===== config.mk =====
export PLATFORM = sky130hd
export DESIGN_NAME = soa_ram
export DESIGN_NICKNAME = d
export VERILOG_FILES = /design/src/soa_ram.sv
export SDC_FILE = /design/constraint.sdc
export NUM_CORES = 1
export LEC_CHECK = 0
export BUFFER_PORTS_ARGS = -buffer_cell sky130_fd_sc_hd__buf_2
export CORE_UTILIZATION = 30
export CTS_BUF_LIST = sky130_fd_sc_hd__clkbuf_4
export DETAILED_ROUTE_END_ITERATION = 16
export GPL_ROUTABILITY_DRIVEN = 1
export PLACE_DENSITY_LB_ADDON = 0.05
export RECOVER_POWER = 25
export SYNTH_ARGS = -nofsm -noshare
export SYNTH_HDL_FRONTEND = slang
export SYNTH_SLANG_ARGS = --single-unit
export TNS_END_PERCENT = 5

===== constraint.sdc =====
create_clock -name i_clk -period 2.85 [get_ports i_clk]
set_input_delay 0.285 -clock i_clk [delete_from_list [all_inputs] [get_ports i_clk]]
set_output_delay 0.285 -clock i_clk [all_outputs]
set_load 0.02 [all_outputs]

===== src/soa_ram.sv =====
// generic single-port-write, one-read ram with registered read
// no dependencies
`default_nettype none
module soa_ram #(
    parameter int Width = 8,
    parameter int Depth = 16
) (
    input  wire logic                     i_clk,
    input  wire logic                     i_we,
    input  wire logic [$clog2(Depth)-1:0] i_waddr,
    input  wire logic [Width-1:0]         i_wdata,
    input  wire logic [$clog2(Depth)-1:0] i_raddr,
    output logic      [Width-1:0]         o_rdata
);
    logic [Width-1:0] r_mem [Depth];

    always_ff @(posedge i_clk) begin
        if (i_we) begin
            r_mem[i_waddr] <= i_wdata;
        end
        o_rdata <= r_mem[i_raddr];
    end
endmodule
`default_nettype wire


# After elaboration in Yosys (flattened, before gate mapping)

Memory sizes are Yosys's and may differ from the RTL's. A register that Yosys moved wholly into a read port is not among the register bits.
Index checks and enable logic that the tools add are counted.

Register bits: 0
RAM bits: 128
Logic and storage cells: 3
Memories kept: 1

Mux-type cells: 2

Memory list:

| memory | words | width | rd ports | clocked after memory_dff | wr ports | RTL line | RTL |
|---|---|---|---|---|---|---|---|
| r_mem  | 16    | 8     | 1        | 1                        | 1        | 15       | `logic [Width-1:0] r_mem [Depth];` |

Operator list:

| cell    | count |
|---|---|
| $mux W1 | 2 |

# Longest topological paths before layout

Gate-level depths: netlist of the first run.

Depth in word-level cells: 2
Depth in mapped cells: 5
Depth with buffers taken out: 3

# Worst setup path after synthesis of the first run

Ideal clock, no wire load.

Path kind: input port to flip-flop
Start: in i_waddr[2]
End: mem r_mem[0][0], enable pin
Setup time: 383 ps
Arrival time: 1,395 ps
Path slack: 1,072 ps
Cell stages on the path: 2
Path buffers: 0
Cell sequence: or3b_2 -> nor3_1

RTL lines:

| item            | RTL line | RTL |
|---|---|---|
| start, declared | 10       | `input wire logic [$clog2(Depth)-1:0] i_waddr,` |
| end, declared   | 15       |  |

Straight into the memory's write port.

==> results of run 1 <==
==> Yosys cell counts (all sizes together) <==
cell type,count,share of area (%)
clkdlybuf4s25,3,0.58
nor2b,1,0.12
nand3b,2,0.29
nand2,9,0.66
nand2b,2,0.24
buf,7,1.1
mux4,32,15
or3b,1,0.17
a22oi,16,2.3
dfxtp,8,3.1
and2,1,0.12
nor2,13,0.95
nor3,4,0.39
and2b,1,0.15
edfxtp,128,75
nand3,1,0.097
==> power breakdown <==
group	leakage (nW)	internal, W	switching [W]
Combinational	0.545	0.0000869	0.000137
Clock	0.161	0.000648	0.000675
Sequential	1.22	0.00223	0.0000112
==> registers in the layout, indices dropped and copies added (netlist names) <==
name     flops
r_mem      128
o_rdata      8
==> per-stage QoR <==
step                cell area (sq um)  utilization, %  total power [W]  hold slack, ns  worst slack (ns)
global route                     5890            35.4          0.00393           0.110              1.35
CTS                              5900            35.5          0.00385          0.0801              1.40
finish                           5890            35.4          0.00379           0.130              1.42
detailed placement               5610            33.7          0.00252           0.663             0.833
global placement                 5610            33.7          0.00252           0.661             0.815
floorplan                        5150               -          0.00242           0.384              1.07
==> cell families (layout without fill, tap and decap cells) <==
group | Yosys count | in the layout | synth area share (%)
muxes | 32 | 32 | 15.0
and+or+nand+nor | 35 | 35 | 3.18
AOI/OAI and AO/OA | 16 | 16 | 2.33
DFF | 136 | 136 | 77.8
buffers and inverters | 10 | 73 | 1.68
other | 0 | 1 | 0
==> area by class of cell <==
class | instances | area share, %
multi-input combinational | 83 | 17.9
antenna | 1 | 0.0425
clock buffer | 22 | 2.80
sequential | 136 | 67.9
clock inverter | 10 | 2.19
timing repair buffer | 41 | 4.44
tap | 220 | 4.67
==> worst max-delay path, delay by kind of cell, from the launching register on <==
family	cells	cell delay, ns
DFF	1	0.38
and+or+nand+nor	1	0.13
muxes	1	0.47
AOI/OAI and AO/OA	1	0.35
==> path summary, 6_finish.rpt <==
path	slack, ns	depth (start not counted)	start	to
worst min register to register	0.68	3	r_mem[14][2]	o_rdata[2]
worst max-delay path	1.42	3	r_mem[0][6]	o_rdata[6]
worst max register to register	1.42	3	r_mem[0][6]	o_rdata[6]
worst min-delay path	0.13	1	i_wdata[1]	r_mem[6][1]
==> per-layer routing <==
metal | vias up | wire (um) | global-route usage [%]
met4 | 0 | 218 | 7.09
li1 | 1079 | - | -
met1 | 1216 | 5680 | 19.6
met5 | - | 0 | 0
met3 | 15 | 327 | 3.49
met2 | 37 | 5030 | 20.2
==> impl_summary.txt, run 1 <==
----------------------------------------------------
[Hold path]
  Worst Hold Class ... input pin to flip-flop

[Run]
  Max-cap violations ... 0

[Global routing]
  Number of global-route vias before repair ... approximately 2500
  Gr usage total ... 14.0%
  Overall overflow remaining after global route ... 0
  Pin count of the biggest net entering global routing ... 33
  Number of antenna violations at the first check in global routing ... 1
  Wire length of the first global-routing pass ... 16.7 mm

[Placement]
  Number of cells after detailed placement ... between 400 and 500
  Count of buffers from port buffering ... 25
  Dpl hpwl ... 7.09 mm
  Final estimated routing congestion in global placement ... 0.723

[Worst setup path]
  Largest incremental delay on the critical path ... 0.47 ns
  Cells along the critical path ... mux4_2, a22oi_1, nand2_1
  Kind of capture point of the worst setup path ... flip-flop
  Signal arrival time at the worst endpoint ... roughly 1.9 ns
  Highest net fanout along the worst path ... 1
  Kind of critical path ... flip-flop to flip-flop
  Slowest stage cell, crit path ... sky130_fd_sc_hd__mux4_2
  Nature of the critical path startpoint ... flip-flop
  CP Data Required Time ... 3.29 ns

[STA]
  Final setup viols ... 0
  Unrepaired setup endpoints after global routing ... no
  Worst relative slew slack ... 38.7%
  Min Clock Period, post-route ... 1.43 ns
  Total count of max-transition violations in the final report ... 0
  Max Fclk ... between 600 and 700 MHz
  Clock skew ... approximately 0.016 ns
  Portion of the clock cycle consumed by the worst path in the final layout ... 50.2%
  Post-Route Setup TNS ... 0 ns
  Hold Vio Cnt, Final ... 0
  Slew at the pin closest to its max-slew limit ... 0.916 ns

[Cells and area]
  Layout cell share with drive strength beyond 1 ... 28.8%
  Top library cells by usage in the layout, fill and taps aside ... sky130_fd_sc_hd__edfxtp_1, sky130_fd_sc_hd__clkbuf_4, sky130_fd_sc_hd__mux4_2, sky130_fd_sc_hd__buf_2, sky130_fd_sc_hd__a22oi_1
  Number of standard cells in the final layout excluding fillers ... just over 500
  Most common cell after layout, fill and taps aside ... sky130_fd_sc_hd__edfxtp_1
  Area Overhead vs Synth ... 14.5%
  Count of nets after finishing ... 297
  Fill cell count ... ~1600
  Area of the multi-input gates ... 1060 sq um
  Reg area ... 4000 sq um

[Routing]
  First-pass DRT Iterations ... 4
  Remaining number of nets flagged by the antenna check after routing ... 0
  Total number of vias ... 2347
  Total Wirelength ... 11.3 mm
  Number of DRC markers in iteration 0 ... approximately 120
  Per-cell routed wire length ... 21.9 um
  Vias per cell ... 4.58
  Drt drc ... 0

[Die]
  Initial core utilization ... roughly 31%
  Cell Rows ... 47
  Floorplan die height ... 133 um
  Die width ... 133 um
  Die area ... 17700 sq um
  Standard cell core area ... roughly 17000 sq um
  # IOs ... 26

[Synthesis]
  Mean area per synthesized cell ... around 22 sq um
  Total number of yosys warnings ... 0
  Post-Syn Nets ... approximately 250
  Post-synth design cell area ... 5150 sq um
  Cells after synthesis ... 229
  FF+latch count, synth ... 136
  Number of unique standard cell types used by synthesis ... 19
  Portion of the post-synthesis area used by sequential elements ... 77.8%

[CTS]
  CTS tree ... built
  Count of cells resized by post-cts repair ... 0
  Longest Clk Path Bufs ... 2
  Clock Root Buffer ... sky130_fd_sc_hd__clkbuf_4
  Hold buffers post-CTS ... 0
  Clk Latency, worst-skew pair ... about 0.55 ns
  CTS HTree Levels ... 4
  Clock transition at the registers of the reported paths ... 0.12 ns
  Clock tree sinks ... 136
  Setup fix buffers added after clock tree synthesis ... 0
  Inserted Clock Buffers ... 17

[Power and ir drop]
  Standby leakage power ... a little under 2 nW
  Worst supply voltage drop on vdd ... about 270 uV
  Power per unit of standard cell area ... roughly 640 nW/um^2

[Run status]
  Result of the run ... complete, no violations

----------------------------------------------------
No activity file was read; power rests on OpenSTA's default activity.
==> run 2, diff against run 1 <==
--- a/config.mk
+++ b/config.mk
@@ -5,6 +5,7 @@
 export SDC_FILE = /design/constraint.sdc
 export NUM_CORES = 1
 export LEC_CHECK = 0
+export ABC_AREA = 1
 export BUFFER_PORTS_ARGS = -buffer_cell sky130_fd_sc_hd__buf_2
 export CORE_UTILIZATION = 30
 export CTS_BUF_LIST = sky130_fd_sc_hd__clkbuf_4
==> constraint.sdc (replaced) <==
create_clock -name i_clk -period 1.3 [get_ports i_clk]
set_input_delay 0.13 -clock i_clk [delete_from_list [all_inputs] [get_ports i_clk]]
set_output_delay 0.13 -clock i_clk [all_outputs]
set_load 0.02 [all_outputs]
==> impl_summary.txt, run 2 <==
----------------------------------------------------
[Run status]
  Result of the run ... complete, no violations (unchanged)

[CTS]
  Inserted Clock Buffers ... 17 (unchanged)
  Clk Latency, worst-skew pair ... 0.54 ns (was 0.55 ns)
  Clock transition at the registers of the reported paths ... 0.11 ns (was 0.12 ns)
  Clock Root Buffer ... sky130_fd_sc_hd__clkbuf_4 (unchanged)
  CTS tree ... built (unchanged)
  CTS HTree Levels ... 4 (unchanged)
  Clock tree sinks ... 136 (unchanged)
  Setup fix buffers added after clock tree synthesis ... 0 (unchanged)
  Longest Clk Path Bufs ... 2 (unchanged)

[STA]
  Worst relative slew slack ... 25.5% (was 38.7%)
  Unrepaired setup endpoints after global routing ... no (unchanged)
  Max Fclk ... 833 MHz
  Clock skew ... 0.0171 ns (was 0.0159 ns)
  Min Clock Period, post-route ... about 1.2 ns
  Slew at the pin closest to its max-slew limit ... 1.12 ns (was 0.916 ns)
  Total count of max-transition violations in the final report ... 0 (unchanged)
  Hold Vio Cnt, Final ... 0 (unchanged)
  Final WS setup ... 0.0994 ns (was 1.42 ns)
  Post-Route Setup TNS ... 0 ns (unchanged)
  Portion of the clock cycle consumed by the worst path in the final layout ... between 90% and 100%
  Final setup viols ... 0 (unchanged)

[Global routing]
  Wire length of the first global-routing pass ... 23.8 mm (was 16.7 mm)
  Gr usage total ... 16.9% (was 14.0%)
  Number of antenna violations at the first check in global routing ... 1 (unchanged)
  Pin count of the biggest net entering global routing ... 42 (was 33)
  Number of global-route vias before repair ... 3906 (was 2497)
  Overall overflow remaining after global route ... 0 (unchanged)

[Synthesis]
  FF+latch count, synth ... 136 (unchanged)
  Share of the synthesized area in the top cell type ... 66.7% (was 74.7%)
  Most area-consuming cells after synthesis ... sky130_fd_sc_hd__edfxtp_1, sky130_fd_sc_hd__nand2_1, sky130_fd_sc_hd__nand3_1, sky130_fd_sc_hd__inv_1, sky130_fd_sc_hd__dfxtp_1 (was sky130_fd_sc_hd__edfxtp_1, sky130_fd_sc_hd__mux4_2, sky130_fd_sc_hd__mux4_1, sky130_fd_sc_hd__dfxtp_1, sky130_fd_sc_hd__a22oi_1)
  Mean area per synthesized cell ... 10.5 sq um (was 22.5 sq um)
  Total number of yosys warnings ... 0 (unchanged)
  Top cell type by total area after synthesis ... sky130_fd_sc_hd__edfxtp_1 (unchanged)
  Portion of the post-synthesis area used by sequential elements ... 69.4% (was 77.8%)
  Number of unique standard cell types used by synthesis ... 12 (was 19)
  Prevailing post-synth register cell ... sky130_fd_sc_hd__edfxtp_1 (unchanged)
  Post-synth design cell area ... 5770 sq um (was 5150 sq um)
  Count leader, synth ... sky130_fd_sc_hd__nand2_1 (was sky130_fd_sc_hd__edfxtp_1)
  Cells after synthesis ... 551 (was 229)
  Number of enable flip-flop cells after synthesis ... 128 (unchanged)
  Post-Syn Nets ... 569 (was 247)
  Post-synth ARST share ... 0% (unchanged)
  Synth cell count leaders ... sky130_fd_sc_hd__nand2_1, sky130_fd_sc_hd__edfxtp_1, sky130_fd_sc_hd__inv_1 (was sky130_fd_sc_hd__edfxtp_1, sky130_fd_sc_hd__mux4_2, sky130_fd_sc_hd__a22oi_1)

[Cells and area]
  Final Cell Area ... 6620 sq um (was 5890 sq um)
  Count of nets after finishing ... 624 (was 297)
  Registers with the most flip-flops ... r_mem (128), o_rdata (8) (unchanged)
  Most common cell after layout, fill and taps aside ... sky130_fd_sc_hd__nand2_1 (was sky130_fd_sc_hd__edfxtp_1)
  Number of standard cells in the final layout excluding fillers ... 854 (was 513)
  Most flop-heavy register ... r_mem (unchanged)
  Area Overhead vs Synth ... 14.9% (was 14.5%)
  Top library cells by usage in the layout, fill and taps aside ... sky130_fd_sc_hd__nand2_1, sky130_fd_sc_hd__edfxtp_1, sky130_fd_sc_hd__inv_1 (was sky130_fd_sc_hd__edfxtp_1, sky130_fd_sc_hd__clkbuf_4, sky130_fd_sc_hd__mux4_2, sky130_fd_sc_hd__buf_2, sky130_fd_sc_hd__a22oi_1)
  Layout cell share with drive strength beyond 1 ... 13.4% (was 28.8%)
  Flip-flop count of the largest register after layout ... 128 (unchanged)

[Routing]
  Number of DRC markers in iteration 0 ... 285 (was 115)
  First-pass DRT Iterations ... 4 (unchanged)
  Remaining number of nets flagged by the antenna check after routing ... 0 (unchanged)
  Vias per cell ... 4.53 (was 4.58)
  Per-cell routed wire length ... 18.0 um (was 21.9 um)
  Total Wirelength ... 15.4 mm (was 11.3 mm)
  Drt drc ... 0 (unchanged)
  Total number of vias ... 3866 (was 2347)

[Placement]
  Worst slack, placed ... 0.0128 ns (was 0.833 ns)
  Count of buffers from port buffering ... 25 (unchanged)
  Cell area after placement ... 6330 sq um (was 5610 sq um)
  Dpl hpwl ... 9.96 mm (was 7.09 mm)
  Final estimated routing congestion in global placement ... 0.785 (was 0.723)
  Number of cells after detailed placement ... 816 (was 480)

[Run]
  Max-cap violations ... 0 (unchanged)

[Die]
  Die area ... 19800 sq um (was 17700 sq um)
  Cell Rows ... 50 (was 47)
  Die width ... 141 um (was 133 um)
  Standard cell core area ... 18800 sq um (was 16600 sq um)
  Floorplan die height ... 141 um (was 133 um)
  Initial core utilization ... 30.7% (was 30.9%)
  # IOs ... 26 (unchanged)

[Worst setup path]
  Signal arrival time at the worst endpoint ... 1.07 ns (was 1.87 ns)
  Kind of critical path ... flip-flop to output port (was flip-flop to flip-flop)
  Cell type group with the largest total delay on the critical path ... flip-flops (was multiplexers)
  Cells along the critical path ... buf_2 (was mux4_2, a22oi_1, nand2_1)
  Cell depth of the worst setup path ... 1 (was 3)
  WP buf/inv ... 1 (was 0)
  Largest incremental delay on the critical path ... 0.36 ns (was 0.47 ns)
  Nature of the critical path startpoint ... flip-flop (unchanged)
  Slowest stage cell, crit path ... sky130_fd_sc_hd__dfxtp_1 (was sky130_fd_sc_hd__mux4_2)
  Highest net fanout along the worst path ... 1 (unchanged)
  Kind of capture point of the worst setup path ... output port (was flip-flop)
  Depth of the worst register-to-register path ... 6 (was 3)
  CP Data Required Time ... 1.17 ns (was 3.29 ns)

[Hold path]
  Instance count along the most critical hold path ... 5 (was 1)
  Worst Hold Class ... input pin to flip-flop (unchanged)

[Power and ir drop]
  Standby leakage power ... 2.85 nW (was 1.93 nW)
  Overall power of the completed layout ... 0.00820 W (was 0.00379 W)
  Worst supply voltage drop on vdd ... 455 uV (was 272 uV)
  Power per unit of standard cell area ... 1240 nW/um^2 (was 643 nW/um^2)

----------------------------------------------------
-- run 2: where the power goes --
part | total [W] | switching (W) | internal [W] | leakage (nW)
combinational | 0.000715 | 0.000488 | 0.000226 | 1.48
sequential | 0.00493 | 0.0000348 | 0.00490 | 1.22
clock | 0.00255 | 0.00145 | 0.00110 | 0.148
total | 0.00820 | 0.00198 | 0.00622 | 2.85
-- run 2: through the flow --
stage | hold slack [ns] | util, %
2_1_floorplan | 0.229 | -
3_3_place_gp | 0.569 | 33.7
3_5_place_dp | 0.565 | 33.7
4_1_cts | 0.0103 | 35.3
5_1_grt | 0.0963 | 35.3
6_report | 0.103 | 35.3
-- run 2: routing by layer --
metal  vias to the layer above  wire (um)  global-route usage (%)
li1                       1883          -                       -
met1                      1907       7730                    23.9
met2                        63       6950                    26.0
met3                        13        500                    3.29
met4                         0        201                    5.89
met5                         -          0                       0
-- run 2: worst paths after layout --
| check | from | end | slack (ns) |
|---|---|---|---|
| setup / recovery | o_rdata[1] | o_rdata[1] | 0.1 |
| hold / removal | i_raddr[2] | o_rdata[1] | 0.10 |
| setup reg to reg | r_mem[9][4] | o_rdata[4] | 0.22 |
| hold reg to reg | r_mem[12][2] | o_rdata[2] | 0.67 |
-- run 2: what timing repair did --
item	in CTS	in global routing
hold buffers	4	1
setup endpoints to repair	2	1
resized for setup	2	1
hold endpoints to repair	36	2
-- run 2: logic make-up after synthesis --
logic type,Yosys count,share of synthesized area [%]
AND/OR/NAND/NOR,289,21.0
buffers and inverters,126,9.52
flip-flops,136,69.4
-- run 2: final cells by class --
cell class	instances	area, sq um
diodes	1	2.50
inverters	102	383
multi-input cells	289	1210
clock inverters	7	57.6
well taps	234	293
clock buffers	25	188
fillers	1952	12100
repair buffers	60	480
flip-flops and latches	136	4010
